File: src/hdl/swrf_pkg.sv
package swrf_pkg;

  localparam int unsigned GRAVITY_RESET      = 642908;
  localparam int unsigned HALF_GRAVITY_RESET = 321454;

  // Integer square root of a 56-bit radicand gives a 28-bit root.
  localparam int RADICAND_W = 56;
  localparam int ROOT_W     = 28;
  localparam int SQRT_STEPS = 4;

  // Widths of the exact intermediate sums.
  localparam int MASS_W = 65;
  localparam int DIFF_W = 65;
  localparam int SUM_W  = 99;

  // Register select on paddr[2].
  localparam logic REG_GRAVITY      = 1'b0;
  localparam logic REG_HALF_GRAVITY = 1'b1;

  typedef struct packed {
    logic signed [31:0] left_depth;
    logic signed [31:0] left_vel_normal;
    logic signed [31:0] left_vel_tangent;
    logic signed [31:0] right_depth;
    logic signed [31:0] right_vel_normal;
    logic signed [31:0] right_vel_tangent;
  } request_t;

  typedef struct packed {
    logic signed [47:0] mass_flux;
    logic signed [47:0] normal_momentum_flux;
    logic signed [47:0] tangent_momentum_flux;
    logic [31:0]        max_wave_speed;
  } result_t;

  // Everything of one interface that does not depend on the wave speed.
  typedef struct packed {
    logic                      dry;
    logic [31:0]               abs_ul;
    logic [31:0]               abs_ur;
    logic signed [MASS_W-1:0]  mass_base;
    logic signed [32:0]        diff_h;
    logic signed [DIFF_W-1:0]  diff_q;
    logic signed [DIFF_W-1:0]  diff_t;
    logic signed [SUM_W-1:0]   norm_base;
    logic signed [SUM_W-1:0]   tang_base;
  } front_t;

endpackage

File: src/hdl/swrf_sqrt.sv
module swrf_sqrt #(
  parameter int STEPS = swrf_pkg::SQRT_STEPS
) (
  input  logic                            clk,
  input  logic [swrf_pkg::RADICAND_W-1:0] radicand,
  output logic [swrf_pkg::ROOT_W-1:0]     root
);

  localparam int RW     = swrf_pkg::RADICAND_W;
  localparam int QW     = swrf_pkg::ROOT_W;
  localparam int STAGES = QW / STEPS;

  typedef struct packed {
    logic [RW-1:0] x;
    logic [QW+3:0] r;
    logic [QW-1:0] q;
  } sq_t;

  sq_t st [STAGES];

  // Restoring digit recurrence, two radicand bits per step, most significant first.
  function automatic sq_t sq_steps(input sq_t a);
    sq_t           b;
    logic [QW+3:0] trial;
    b = a;
    for (int j = 0; j < STEPS; j++) begin
      b.r   = {b.r[QW+1:0], b.x[RW-1:RW-2]};
      b.x   = {b.x[RW-3:0], 2'b00};
      trial = {2'b00, b.q, 2'b01};
      if (b.r >= trial) begin
        b.r = b.r - trial;
        b.q = {b.q[QW-2:0], 1'b1};
      end else begin
        b.q = {b.q[QW-2:0], 1'b0};
      end
    end
    return b;
  endfunction

  always_ff @(posedge clk) begin
    st[0] <= sq_steps('{x: radicand, r: '0, q: '0});
    for (int k = 1; k < STAGES; k++) begin
      st[k] <= sq_steps(st[k-1]);
    end
  end

  assign root = st[STAGES-1].q;

endmodule

File: config.mk
export PLATFORM = sky130hd
export DESIGN_NAME = swrf_sqrt
export DESIGN_NICKNAME = d
export VERILOG_FILES = /design/src/hdl/swrf_pkg.sv /design/src/hdl/swrf_sqrt.sv
export SDC_FILE = /design/constraint.sdc
export NUM_CORES = 2
export LEC_CHECK = 0
export ABC_AREA = 1
export BUFFER_PORTS_ARGS = -buffer_cell sky130_fd_sc_hd__buf_2
export CAP_MARGIN = 20
export CORE_AREA = 2 2 294 296
export DETAILED_ROUTE_END_ITERATION = 10
export DIE_AREA = 0 0 296 298
export HOLD_SLACK_MARGIN = 0.02
export PLACE_DENSITY_LB_ADDON = 0.05
export SKIP_LAST_GASP = 1
export SYNTH_ARGS = -nofsm -noshare
export SYNTH_HDL_FRONTEND = slang
export SYNTH_SLANG_ARGS = --single-unit
File: constraint.sdc
create_clock -name clk -period 17.1 [get_ports clk]
set_input_delay 3.42 -clock clk [delete_from_list [all_inputs] [get_ports clk]]
set_output_delay 3.42 -clock clk [all_outputs]
set_load 0.03 [all_outputs]
# --- Word level (Yosys, flattened, before mapping) ---
# Memories as Yosys holds them, arrays and structs flattened.
# Cells that the tools add are included.
word_totals:
  ramBits: 756
  regBits: 0
  mem_count: 1
memory_table:
  columns: ["memory", "depth", "width", "rd", "rd_ports_with_merged_regs", "write_ports", "line_no", "rtl"]
  rows:
  - ["st", 7, 108, 7, 0, 7, "swrf_sqrt.sv:19", "sq_t st [STAGES];"]
classes:
  muxes: 56
  magnitude_cmp: 28
  add_sub_neg: 28
op_table:
  columns: ["cell", "n"]
  rows:
  - ["greater-or-equal comparator 32 x 30 -> 1 bit", 24]
  - ["2-to-1 mux 30 bit", 21]
  - ["subtractor 30 bit", 18]
  - ["2-to-1 mux 32 bit", 7]
  - ["subtractor 32 x 30 -> 32 bit", 6]
  - ["greater-or-equal comparator 32 x 3 -> 1 bit", 1]
  - ["greater-or-equal comparator 32 x 4 -> 1 bit", 1]
  - ["greater-or-equal comparator 32 x 5 -> 1 bit", 1]
  - ["subtractor 32 x 5 -> 32 bit", 1]
  - ["subtractor 30 x 3 -> 30 bit", 1]
  - ["subtractor 30 x 4 -> 30 bit", 1]
  - ["2-to-1 mux 1 bit", 28]
  - ["subtractor 2 x 1 -> 3 bit, second input constant", 1]
  - ["greater-or-equal comparator 2 x 1 -> 1 bit, second input constant", 1]

# --- Depth between registers and ports, before layout ---
# An unclocked memory read counts as a cell.
depth:
  depth_word: 9
  ltp_mapped: 62

# --- Least setup slack after synthesis ---
# No wires, ideal clock.
synth_path:
  kind: "register -> register"
  start: "mem st[4][1] in the netlist's numbering"
  end: "mem st[5][43] in the netlist's numbering"
  path_stages_with_launch: 54
  path_buffers: 8
  period_less_slack_ns: 7.704
  setup_time_ns: 0.112
  setup_slack_ns: 9.396
  arrival_ns: 7.591
  cell_sequence: "dfxtp_1 inv_1 ha_1 nand2_1 nor2_1 o21ai_0 nand2_1 nand2_1 nand3b_1 nor2_1 clkbuf_1 clkbuf_1 o21ai_0 ha_1 nand2_1 inv_1 nand2_1 nor3_1 (+18 left out) nand2_1 buf_2 inv_1 clkbuf_1 nand2_1 o21ai_0 ha_1 nand2_1 nor2_1 inv_1 nor3_1 nand3_1 or2_2 nand3_1 nand2_1 clkbuf_1 nand3_1 nand2_1"
synth_rtl:
  columns: ["item", "line_no"]
  rows:
  - ["start, declared", "swrf_sqrt.sv:19"]

==> flow_summary.ini <==
[die]
die_y_um = 298
fp.dieArea_um2 = 88200
num_rows = 107
io_pins = 85
die_w_um = 296
core-area_um2 = 84900
initial_core_util_pct = 59.8

[clocking]
clock_path_buffers = 3
htreeDepth = 2
postCtsHoldBufs = 0
postCtsResizedCells = 0
clkLatencyLatePin_ps = 660
cts_sinks = 460
cts_tree = built
root_buffer = clkbuf_16
post_cts_buffers = 0
clk_pin_slew_ps = 70
cts-buffers-inserted = 51

[sta]
final-setup-viol-count = 0
period_needed_ps = 11800
tns_ps = 0
worstMarginPinSlew_ps = 1160
fin_skew_ps = 34.3
worst_slack_ps = 5300
report.final.slew_viol_count = 0
period_share_pct = 69.0
slew_headroom_pct = 22.2
final-hold-violation-count = 0
fmax_ghz = 0.0847
rsz0062_at_grt = no

[cells_and_area]
reg_top3 = st x460
final_area_um2 = 53800
fin_nets = 9180
areaGrowthSynthToFinish_pct = 5.94
multiInputGateArea_um2 = 36300
fillers = 8405
seq_area_um2 = 9210
largest_register_ffs = 460
drive_gt1_share_pct = 4.56
top_register = st

[setup_path]
path_max_fanout = 34
cp_slowest_cell = nand2_1
cpPeakStageDelay_ps = 1010
critPathTopFamily = simple AND/OR/NAND/NOR gates
timing_worst_setup_path_type = register to register
startpoint_type = register
worst_ep_arrival_time_ps = 12370
timing.critical_path.mode_cell = nand2_1
required_ps = 17670
cp_num_buf_inv = 6
endpoint_kind = register

[routing]
dr.pass1.iters = 7
vias = 57700
drc = 0
routedWlPerCell_um = 18.3
drtAntennaViolNets = 0
vias_per_cell = 5.84
routed_wl_mm = 181
first_iter_violations = 6652

[placed_design]
placement.setup.worst_slack_ps = 5450
hpwl_mm = 149
portBuffers = 84
gp_congestion = 1.10
placed_area_um2 = 52100

[yosys]
synth_compound_area_share_pct = 13.9
synth_flop_cell = dfxtp_1
async_flop_share_pct = 0
netlist_area_um2 = 50800
syn_area_per_cell_um2 = 5.87
ys_ff_latch = 460
synthAdderAreaFrac_pct = 10.7
yosys.area.top_type = nand2_1
synth_edf_count = 0
synth.distinct_cells = 65
synth_area_leaders = nand2_1 (18%), dfxtp_1 (18%), ha_1 (11%)
synth-xor-area-share_pct = 7.19
synth_top_area_share_pct = 18.5
synthMuxAreaShare_pct = 0
ys_seq_area_share_pct = 18.1
yosysMostFrequentCell = nand2_1
synthTopCellsByCount = nand2_1 (2,498), inv_1 (1,220), nor2_1 (1,023)
netlist_instances = 8649
yosys.area_share.simple_pct = 39.6
synth_top_family_by_area = simple AND/OR/NAND/NOR gates
ys.warnings.count = 0

[power]
leakagePower_nw = 28.6
p_per_area_nw_per_um2 = 126
ir_drop_mv = 0.157

[global_route]
antenna_found_initial = 4
grt_overflow = 0
grt_pass1_vias = 52500
grt_pass1_wl_mm = 280
grt_max_degree = 40
track_usage_pct = 39.5

[run]
max-cap-violations = 0

[worst_hold_path]
hold_path.class = register to register

[outcome]
status = finished, final reports clean
## final cells by class
cell class | instances | area share, %
multi-input cells | 6836 | 67.5
flip-flops and latches | 460 | 17.1
inverters | 1249 | 8.72
well taps | 1144 | 2.66
clock buffers | 61 | 2.62
repair buffers | 90 | 0.917
clock inverters | 31 | 0.505
diodes | 2 | 0.00931
## worst paths after layout
check	startpoint	to	slack [ps]	cells after the start
worst min-delay path	st[2][91]	st[3][99]	310	0
worst max-delay path	st[4][2]	st[5][47]	5300	44
worst max register to register	st[4][2]	st[5][47]	5300	44
worst min register to register	st[2][91]	st[3][99]	310	0
## placed cells by master, fill, tap and decap left out, types with 13 or more instances in the layout
cell | Yosys | routed
inv_2 | 23 | 23
nor3_1 | 124 | 124
buf_2 | 23 | 84
nor2_4 | 17 | 17
nand2_2 | 38 | 38
xor2_1 | 210 | 210
nand3_1 | 599 | 599
xnor2_1 | 192 | 192
a31oi_1 | 42 | 42
o21ai_0 | 535 | 535
a21oi_1 | 522 | 522
o211ai_1 | 22 | 22
nor2_2 | 31 | 32
nor2_1 | 1023 | 1022
nand3_2 | 20 | 20
clkinvlp_4 | 0 | 13
ha_1 | 435 | 435
nand2_1 | 2498 | 2498
clkbuf_16 | 0 | 53
o21bai_1 | 27 | 27
or2_2 | 30 | 30
a21o_1 | 30 | 30
nand3b_1 | 60 | 60
dfxtp_1 | 460 | 460
inv_1 | 1220 | 1220
o21a_1 | 44 | 44
nor4_1 | 36 | 36
nand4_1 | 156 | 156
and2_1 | 16 | 16
## where the power goes
group          total [mW]  switching (mW)  leakage (nW)  internal (mW)
Clock                1.13           0.508         0.790          0.622
Combinational        4.21            2.95          24.0           1.25
Sequential           1.44           0.182          3.84           1.25
## metal layers
layer	wire, um	up-vias	global-route usage (%)
met1	74400	25800	51.8
li1	-	28000	-
met4	9740	2	18.9
met3	17800	607	6.06
met2	78600	3240	63.3
met5	13	-	0
## metrics by stage
| step | total power [mW] | instances | utilization (%) | hold slack, ps |
|---|---|---|---|---|
| 3_3_place_gp | 5.44 | 9777 | 61.3 | 310 |
| 6_report | 6.77 | 9873 | 63.4 | 311 |
| 4_1_cts | 6.64 | 9869 | 63.3 | 317 |
| 3_5_place_dp | 5.50 | 9777 | 61.3 | 312 |
| 2_1_floorplan | 4.41 | 8652 | - | 310 |
| 5_1_grt | 7.28 | 9871 | 63.4 | 328 |
## kinds of logic after synthesis
kind of cell | count (synthesis)
and+or+nand+nor | 4693
buffers and inverters | 1356
AOI/OAI and AO/OA | 1294
DFF | 460
adders and majority gates | 435
xor gates and xnor gates | 410
other | 1
Note: power is estimated with default switching activity, not from simulation.
